<file path="src/rbs_pkg.sv">
// ----------------------------------------------------------------------------
// rbs_pkg
// Shared types for the ray versus box slab test.
// ----------------------------------------------------------------------------
package rbs_pkg;

	localparam int unsigned AXES = 3;

	typedef struct packed {
		logic signed [31:0] origin_x;
		logic signed [31:0] origin_y;
		logic signed [31:0] origin_z;
		logic signed [31:0] dir_x;
		logic signed [31:0] dir_y;
		logic signed [31:0] dir_z;
		logic signed [31:0] box_min_x;
		logic signed [31:0] box_min_y;
		logic signed [31:0] box_min_z;
		logic signed [31:0] box_max_x;
		logic signed [31:0] box_max_y;
		logic signed [31:0] box_max_z;
	} rbs_ray_t;

	typedef struct packed {
		logic        hit;
		logic [30:0] distance;
	} rbs_res_t;

	// control bits that ride alongside the division lanes
	typedef struct packed {
		logic            valid;
		logic            pmiss;   // a parallel axis has the origin outside its slab
		logic [AXES-1:0] np;      // axis is not parallel, its distances count
	} rbs_side_t;

endpackage

</file>
<file path="src/rbs_reduce.sv">
// ----------------------------------------------------------------------------
// rbs_reduce
// Orders each slab's two distances, then narrows them to one interval.
// ----------------------------------------------------------------------------
module rbs_reduce
	import rbs_pkg::*;
#(
	parameter int QW = 50
) (
	input  logic                 clk,
	input  logic                 arst_n,
	input  logic                 en,
	input  rbs_side_t            side_in,
	input  logic signed [QW-1:0] t_a [AXES],
	input  logic signed [QW-1:0] t_b [AXES],
	output rbs_side_t            side_out,
	output logic signed [QW-1:0] tmin,
	output logic signed [QW-1:0] tmax
);

	rbs_side_t            side_s1;
	logic signed [QW-1:0] lo_s1 [AXES];
	logic signed [QW-1:0] hi_s1 [AXES];
	logic signed [QW-1:0] tmin_c, tmax_c;

	always_ff @(posedge clk or negedge arst_n) begin
		if (!arst_n) begin
			side_s1  <= '0;
			side_out <= '0;
		end else if (en) begin
			side_s1  <= side_in;
			side_out <= side_s1;
		end
	end

	always_ff @(posedge clk) begin
		if (en) begin
			for (int a = 0; a < AXES; a++) begin
				lo_s1[a] <= (t_a[a] > t_b[a]) ? t_b[a] : t_a[a];
				hi_s1[a] <= (t_a[a] > t_b[a]) ? t_a[a] : t_b[a];
			end
			tmin <= tmin_c;
			tmax <= tmax_c;
		end
	end

	// only non-parallel axes narrow; an empty set is flagged by np == 0 downstream
	always_comb begin
		tmin_c = '0;
		tmax_c = '0;
		for (int a = AXES - 1; a >= 0; a--) begin
			if (side_s1.np[a]) begin
				tmin_c = lo_s1[a];
				tmax_c = hi_s1[a];
			end
		end
		for (int a = 0; a < AXES; a++) begin
			if (side_s1.np[a]) begin
				if (lo_s1[a] > tmin_c) tmin_c = lo_s1[a];
				if (hi_s1[a] < tmax_c) tmax_c = hi_s1[a];
			end
		end
	end

endmodule

</file>
<file path="config.mk">
export PLATFORM = sky130hd
export DESIGN_NAME = rbs_reduce
export DESIGN_NICKNAME = d
export VERILOG_FILES = /design/src/rbs_pkg.sv /design/src/rbs_reduce.sv
export SDC_FILE = /design/constraint.sdc
export NUM_CORES = 1
export LEC_CHECK = 0
export ABC_AREA = 1
export ABC_CLOCK_PERIOD_IN_PS = 14700
export BUFFER_PORTS_ARGS = -buffer_cell sky130_fd_sc_hd__buf_2
export CORE_MARGIN = 1
export CORE_UTILIZATION = 51
export DETAILED_ROUTE_END_ITERATION = 6
export PLACE_DENSITY = 0.81
export SYNTH_ARGS = -nofsm -noshare
export SYNTH_HDL_FRONTEND = slang
export SYNTH_SLANG_ARGS = --single-unit
</file>
<file path="constraint.sdc">
create_clock -name clk -period 14.7 [get_ports clk]
set_input_delay 2.205 -clock clk [delete_from_list [all_inputs] [get_ports clk]]
set_output_delay 2.205 -clock clk [all_outputs]
set_load 0.02 [all_outputs]
</file>
==> flow_summary.yaml, run 1 <==
pwr:
  p_leak_uw: 0.01515
  swShare_pct: 39.29
  p_comb_share_pct: 36.2
  power.switching_uw: 1876
  power_per_cell_area_nw_per_um2: 146.9
  pwr-share-clk_pct: 26.2
  ir_drop_mv: 0.08055
  pwr-share-seq_pct: 37.6
  p_int_uw: 2899
floorplanning:
  die_w_um: 237.7
  die_area_um2: 56500
  core_um2: 54990
  die_h_um: 237.7
  start_util_pct: 51.53
  core.rowCount: 86
  pin_count: 413
grt:
  antenna_found_initial: 9
  grt_pass1_wl_mm: 135.8
  grt_overflow: 0
  grt_usage_pct: 31.94
  grt_pass1_vias: 23190
  grt_max_degree: 141
timing:
  skew_ns: 0.01511
  min_period_ns: 9.641
  timing.final.max_slew_violations: 0
  max_freq_mhz: 103.7
  relSlewSlack_pct: 18.19
  fin_crit_sh_pct: 65.59
  rsz0062_at_grt: "no"
  setup_viol_count_final: 0
  setup_tns_ns: 0
  worstMarginPinSlew_ns: 1.216
  timing.final.ws_setup_ns: 5.059
  hold_viol_final: 0
clock_tree:
  cts_setup_buffers: 0
  clock_sinks: 410
  cts_tree: "built"
  insertion_delay_ns: 0.59
  numCtsBuffers: 46
  clock_path_buffers: 3
  root_buffer: "clkbuf_16"
  post_cts_resized: 0
  h-tree-depth: 2
  hold_buffers: 0
  clkTransAtPathRegs_ns: 0.06
placed_design:
  dp_hpwl_mm: 70.42
  post-place-ws_ns: 5.382
  port_buffers: 412
  routabilityCongestion: 0.9958
yosys:
  synth_edf_count: 400
  synthCells: 3351
  syn-mean-instance-area_um2: 8.455
  synth_nets: 4006
  ys_seq_elements: 410
  synthesis.area_um2: 28330
  synth.distinct_cells: 46
  async_flop_share_pct: 2.439
  yosys_most_used_dff: "edfxtp_1"
  synth_seq_area_share_pct: 43.28
  yosys_warnings: 0
worst_setup_path:
  crit_required_ns: 15.04
  cp_max_fo: 99
  worstSetupStartpointType: "register"
  crit_top_cell: "nand2_1"
  arrival_ns: 9.98
  crit_path_end_kind: "register"
  slowest_stage: "dfrtp_2"
  crit_type: "reg2reg"
  critical-path-max-stage-delay_ns: 1.16
final_layout:
  nets: 4324
  drive_gt1_share_pct: 14.22
  area_delta_synth_final_pct: 14.73
route:
  avgViaCountPerCell: 5.790
  dr.pass1.iters: 6
  wl_per_cell_um: 20.79
  drt-total-wl_mm: 92.68
  dr_total_vias: 25810
  drtAntennaViolNets: 0
  remaining_drc_errors: 0
  drt_iter0_drc: 3004
status:
  outcome: "finished, final reports clean"
min_path:
  hold_class: "reg2reg"
job:
  max-cap-violations: 0
## registers in the layout, indices dropped and copies added (netlist names)
signal	flops
side_out	5
lo_s1	150
side_s1	5
tmax	50
tmin	50
hi_s1	150
## power groups by stage
stage | registers (uW) | logic, uW | clock network [uW]
2_1_floorplan | 1800 | 1070 | 0
3_3_place_gp | 1810 | 1640 | 0
3_5_place_dp | 1810 | 1690 | 0
4_1_cts | 1790 | 1700 | 1250
5_1_grt | 1800 | 1930 | 1300
6_report | 1800 | 1730 | 1250
## per-stage QoR
step / area (um2) / util, % / hold slack [ns] / total power [uW] / cells
2_1_floorplan: 28330 / - / 0.4892 / 2872 / 3351
3_3_place_gp: 30880 / 56.16 / 0.5020 / 3453 / 4369
3_5_place_dp: 30880 / 56.16 / 0.5115 / 3492 / 4369
4_1_cts: 32500 / 59.10 / 0.5191 / 4738 / 4453
5_1_grt: 32500 / 59.11 / 0.5361 / 5028 / 4455
6_report: 32510 / 59.12 / 0.5168 / 4775 / 4457
## per-layer routing
| metal | share of wire [%] | global-route usage (%) |
|---|---|---|
| met4 | 5.2 | 15.58 |
| met3 | 11 | 6.910 |
| met2 | 44 | 49.61 |
| met1 | 40 | 42.29 |
| met5 | 0.071 | 0 |
## cell usage in the layout, fill, tap and decap left out, drive strengths merged, types with 2 or more instances in the layout
master,n
buf,437
nand3b,6
bufinv,8
a2111oi,3
nand4,83
a221oi,3
diode,4
clkbuf,53
o21bai,4
a31oi,5
nand2,802
nor4b,2
and2,2
o21a,5
nor3,13
clkinv,19
o21ai,388
a22oi,97
ha,347
inv,324
clkinvlp,2
a21o,5
o2111ai,3
nand3,86
o221ai,11
edfxtp,400
dfrtp,10
nor4,13
a211oi,16
a21oi,301
nor2,240
o211ai,7
o31ai,2
## cell families (layout without fill, tap and decap cells)
logic type               count (synthesis)  in the layout  synth area share (%)
adder cells (fa/ha/maj)                347            347                 15.32
flip-flops                             410            410                 43.28
AO/OA/AOI/OAI                          854            854                 16.63
buffers and inverters                  489            843                 6.664
other                                    0              4                     0
AND/OR/NAND/NOR                       1251           1251                 18.11
## path summary, 6_finish.rpt
check	start	endpoint	slack [ns]	depth (start not counted)
max reg2reg	side_s1[2]$_DFFE_PN0P_	tmax[43]$_DFFE_PP_	5.06	33
min	side_s1[4]$_DFFE_PN0P_	side_out[4]$_DFFE_PN0P_	0.52	2
max in group asynchronous	arst_n	side_s1[1]$_DFFE_PN0P_	12.97	1
max	side_s1[2]$_DFFE_PN0P_	tmax[43]$_DFFE_PP_	5.06	33
min reg2reg	side_s1[4]$_DFFE_PN0P_	side_out[4]$_DFFE_PN0P_	0.52	2
min in group asynchronous	arst_n	side_out[0]$_DFFE_PN0P_	1.49	1
## cell type report
type / instances / area, um2
Clock buffer: 53 / 1241
Tap cell: 748 / 935.9
Timing Repair Buffer: 437 / 2260
Multi-Input combinational cell: 2452 / 14210
Clock inverter: 31 / 376.6
Inverter: 322 / 1211
Sequential cell: 410 / 12260
Fill cell: 4734 / 22480
Antenna cell: 4 / 10.01
## critical path, delay by kind of cell, from the launching register on
family,cells,cell delay [ns]
adders and majority gates,2,0.78
AOI/OAI and AO/OA,3,0.51
DFF,1,1.16
buffers and inverters,6,2.88
and+or+nand+nor,22,3.88
## Yosys cell counts, types with 3 or more instances
master | number | share of area (%)
inv_1 | 321 | 4.3
o2111ai_1 | 3 | 0.093
buf_2 | 12 | 0.21
nor4_1 | 13 | 0.29
nand3b_1 | 6 | 0.16
a31oi_1 | 5 | 0.11
nor2_1 | 239 | 3.2
edfxtp_1 | 400 | 42
ha_1 | 347 | 15
a22oi_1 | 97 | 2.6
o21bai_1 | 4 | 0.11
clkbuf_1 | 138 | 1.8
a2111oi_0 | 3 | 0.093
o221ai_1 | 11 | 0.34
a221oi_1 | 3 | 0.093
nand2_1 | 798 | 11
a211oi_1 | 16 | 0.42
buf_1 | 12 | 0.16
nor3_1 | 13 | 0.23
buf_6 | 5 | 0.20
o21ai_0 | 387 | 6.8
nand4_1 | 83 | 1.8
o21a_1 | 5 | 0.13
nand2_2 | 3 | 0.066
nand3_1 | 85 | 1.5
dfrtp_1 | 10 | 0.88
o211ai_1 | 7 | 0.19
a21o_1 | 5 | 0.13
a21oi_1 | 301 | 5.3
Power figures use the tool's default switching activity.
==> run 2: changes to the inputs <==
--- a/config.mk
+++ b/config.mk
@@ -5,8 +5,8 @@
 export SDC_FILE = /design/constraint.sdc
 export NUM_CORES = 1
 export LEC_CHECK = 0
-export ABC_AREA = 1
-export ABC_CLOCK_PERIOD_IN_PS = 14700
+export ABC_AREA = 0
+export ABC_CLOCK_PERIOD_IN_PS = 9900
 export BUFFER_PORTS_ARGS = -buffer_cell sky130_fd_sc_hd__buf_2
 export CORE_MARGIN = 1
 export CORE_UTILIZATION = 51
==> constraint.sdc (replaced) <==
create_clock -name clk -period 9.9 [get_ports clk]
set_input_delay 1.485 -clock clk [delete_from_list [all_inputs] [get_ports clk]]
set_output_delay 1.485 -clock clk [all_outputs]
set_load 0.02 [all_outputs]
==> run 2 against run 1 <==
  * Maximum frequency rose by 7.3%
  * Highest routed layer unchanged
  * Core utilization up 0.73 points
  * Global-route usage down 0.97 points
  * Critical path depth fell by 4
  * Synthesized cell count is 23% lower
==> flow_summary.yaml, run 2 <==
route:
  dr.pass1.iters: 6
  dr_total_vias: 22810
  avgViaCountPerCell: 6.061
  drt-total-wl_mm: 90.17
  wl_per_cell_um: 23.96
  drt_iter0_drc: 2374
  drtAntennaViolNets: 0
  remaining_drc_errors: 0
timing:
  max_freq_mhz: 111.3
  min_period_ns: 8.983
  worstMarginPinSlew_ns: 1.106
  timing.final.max_slew_violations: 0
  hold_ws_ns: 0.5004
  fin_crit_sh_pct: 90.74
  relSlewSlack_pct: 26.28
  rsz0062_at_grt: "no"
  setup_tns_ns: 0
  skew_ns: 0.03460
  hold_viol_final: 0
  setup_viol_count_final: 0
  timing.final.ws_setup_ns: 0.9166
worst_setup_path:
  slowest_stage: "dfrtp_4"
  rr_endpoint: "tmax[35]$_DFFE_PP_"
  rr_startpoint: "side_s1[1]$_DFFE_PN0P_"
  endpoint: "tmax[35]$_DFFE_PP_"
  arrival_ns: 9.31
  cp-startpoint: "side_s1[1]$_DFFE_PN0P_"
  crit_type: "reg2reg"
  critical-path-max-stage-delay_ns: 0.79
  crit_required_ns: 10.23
  cp_max_fo: 61
  r2r_setup_slack_ns: 0.92
  reg2regPathDepth: 29
  crit_path_end_kind: "register"
  worstSetupStartpointType: "register"
floorplanning:
  die_w_um: 239.8
  pin_count: 413
  die_h_um: 239.8
  start_util_pct: 51.96
  core.rowCount: 86
  die_area_um2: 57530
  core_um2: 55520
final_layout:
  final_common_cell: "buf_2"
  multi_input_area_um2: 14900
  diodes: 0
  area_delta_synth_final_pct: 15.17
  reg_top3: "hi_s1: 150 flops, lo_s1: 150 flops"
  finalInstanceArea_um2: 33230
  final_cell_mix: "buf_2 (411), edfxtp_1 (400), inv_1 (362)"
  nFillCells: 4458
  nets: 3635
  drive_gt1_share_pct: 27.56
  regArea_um2: 12270
job:
  max-cap-violations: 0
yosys:
  synth_edf_count: 400
  yosys-top-cells-count: "edfxtp_1 (400), inv_1 (362), ha_1 (347), mux2_2 (308), mux2i_1 (195)"
  synthCells: 2593
  synth_area_leaders: "edfxtp_1 (42%), ha_1 (15%), mux2_2 (12%)"
  yosys.area.top_type: "edfxtp_1"
  ys_seq_elements: 410
  synth_nets: 3248
  synth.distinct_cells: 58
  syn-mean-instance-area_um2: 11.13
  yosys_most_used_dff: "edfxtp_1"
  yosys_warnings: 0
  async_flop_share_pct: 2.439
  synthesis.area_um2: 28850
  synth_most_common_cell: "edfxtp_1"
  synth_top_area_share_pct: 41.63
  synth_seq_area_share_pct: 42.50
clock_tree:
  cts_setup_buffers: 0
  clock_sinks: 410
  hold_buffers: 0
  numCtsBuffers: 46
  clkTransAtPathRegs_ns: 0.06
  clock_path_buffers: 3
  post_cts_resized: 0
  h-tree-depth: 2
  cts_tree: "built"
  root_buffer: "clkbuf_16"
  insertion_delay_ns: 0.60
grt:
  antenna_found_initial: 3
  grt_usage_pct: 30.97
  grt_pass1_vias: 22610
  grt_overflow: 0
  grt_pass1_wl_mm: 133.4
  grt_max_degree: 130
placed_design:
  port_buffers: 412
  postPlaceCellArea_um2: 31790
  post-place-ws_ns: 1.107
  dp_hpwl_mm: 69.26
  routabilityCongestion: 0.9392
pwr:
  ir_drop_mv: 0.1239
  p_leak_uw: 0.01562
  power_per_cell_area_nw_per_um2: 198.5
status:
  outcome: "finished, final reports clean"
min_path:
  hold_class: "reg2reg"
-- run 2: report_power, final --
group          switching [uW]  total (uW)  internal, uW
registers                 249        2540          2290
logic                    1370        2360           988
clock network             739        1700           960
total                    2360        6590          4240
-- run 2: logic make-up (layout without fill, tap and decap cells) --
| group | Yosys count | in the layout | synth area share, % |
|---|---|---|---|
| compound gates | 510 | 510 | 11.27 |
| mux | 506 | 506 | 18.90 |
| buf+inv | 462 | 884 | 6.145 |
| flops | 410 | 410 | 42.50 |
| simple gates | 357 | 357 | 6.102 |
| fa+ha+maj | 347 | 347 | 15.05 |
| xor+xnor | 1 | 1 | 0.03036 |
-- run 2: worst min path at each step --
stage / cells after the start / endpoint / startpoint / slack (ns)
finish: 1 / side_out[3]$_DFFE_PN0P_ / side_s1[3]$_DFFE_PN0P_ / 0.50
global route: 1 / side_out[2]$_DFFE_PN0P_ / side_out[2]$_DFFE_PN0P_ / 0.52
CTS: 1 / side_out[3]$_DFFE_PN0P_ / side_s1[3]$_DFFE_PN0P_ / 0.50
detailed placement: 1 / side_out[3]$_DFFE_PN0P_ / side_s1[3]$_DFFE_PN0P_ / 0.49
global placement: 1 / side_out[4]$_DFFE_PN0P_ / side_s1[4]$_DFFE_PN0P_ / 0.48
floorplan: 1 / side_s1[3]$_DFFE_PN0P_ / side_s1[3]$_DFFE_PN0P_ / 0.47
-- run 2: metrics by stage --
| step | power (uW) | utilization (%) | cells |
|---|---|---|---|
| final | 6595 | 59.85 | 3763 |
| after global routing | 6872 | 59.85 | 3763 |
| after CTS | 6565 | 59.85 | 3763 |
| after detailed placement | 4865 | 57.25 | 3680 |
| after global placement | 4793 | 57.25 | 3680 |
| after floorplan | 4006 | - | 2593 |
-- run 2: per-layer routing --
layer	vias to the layer above	part of all wire (%)	track usage, %
met4	6	5.0	15.38
met2	1096	47	50.90
met1	11110	40	39.63
met5	-	0.039	0
met3	229	8.2	4.886
li1	10360	-	-
-- run 2: layout make-up --
type                            count  share of cell area [%]
Tap cell                          748                   2.816
Multi-Input combinational cell   1721                   44.83
Inverter                          362                   4.089
Timing Repair Buffer              439                   6.996
Clock inverter                     23                  0.6288
Clock buffer                       60                   3.716
Sequential cell                   410                   36.92
-- run 2: critical path: cells and delay by family, from the launching register on --
| family | cells | cell delay (ns) |
|---|---|---|
| AOI/OAI and AO/OA | 12 | 2.74 |
| and+or+nand+nor | 9 | 2.54 |
| buffers and inverters | 4 | 1.44 |
| DFF | 1 | 0.79 |
| adders and majority gates | 2 | 0.60 |
| muxes | 2 | 0.47 |
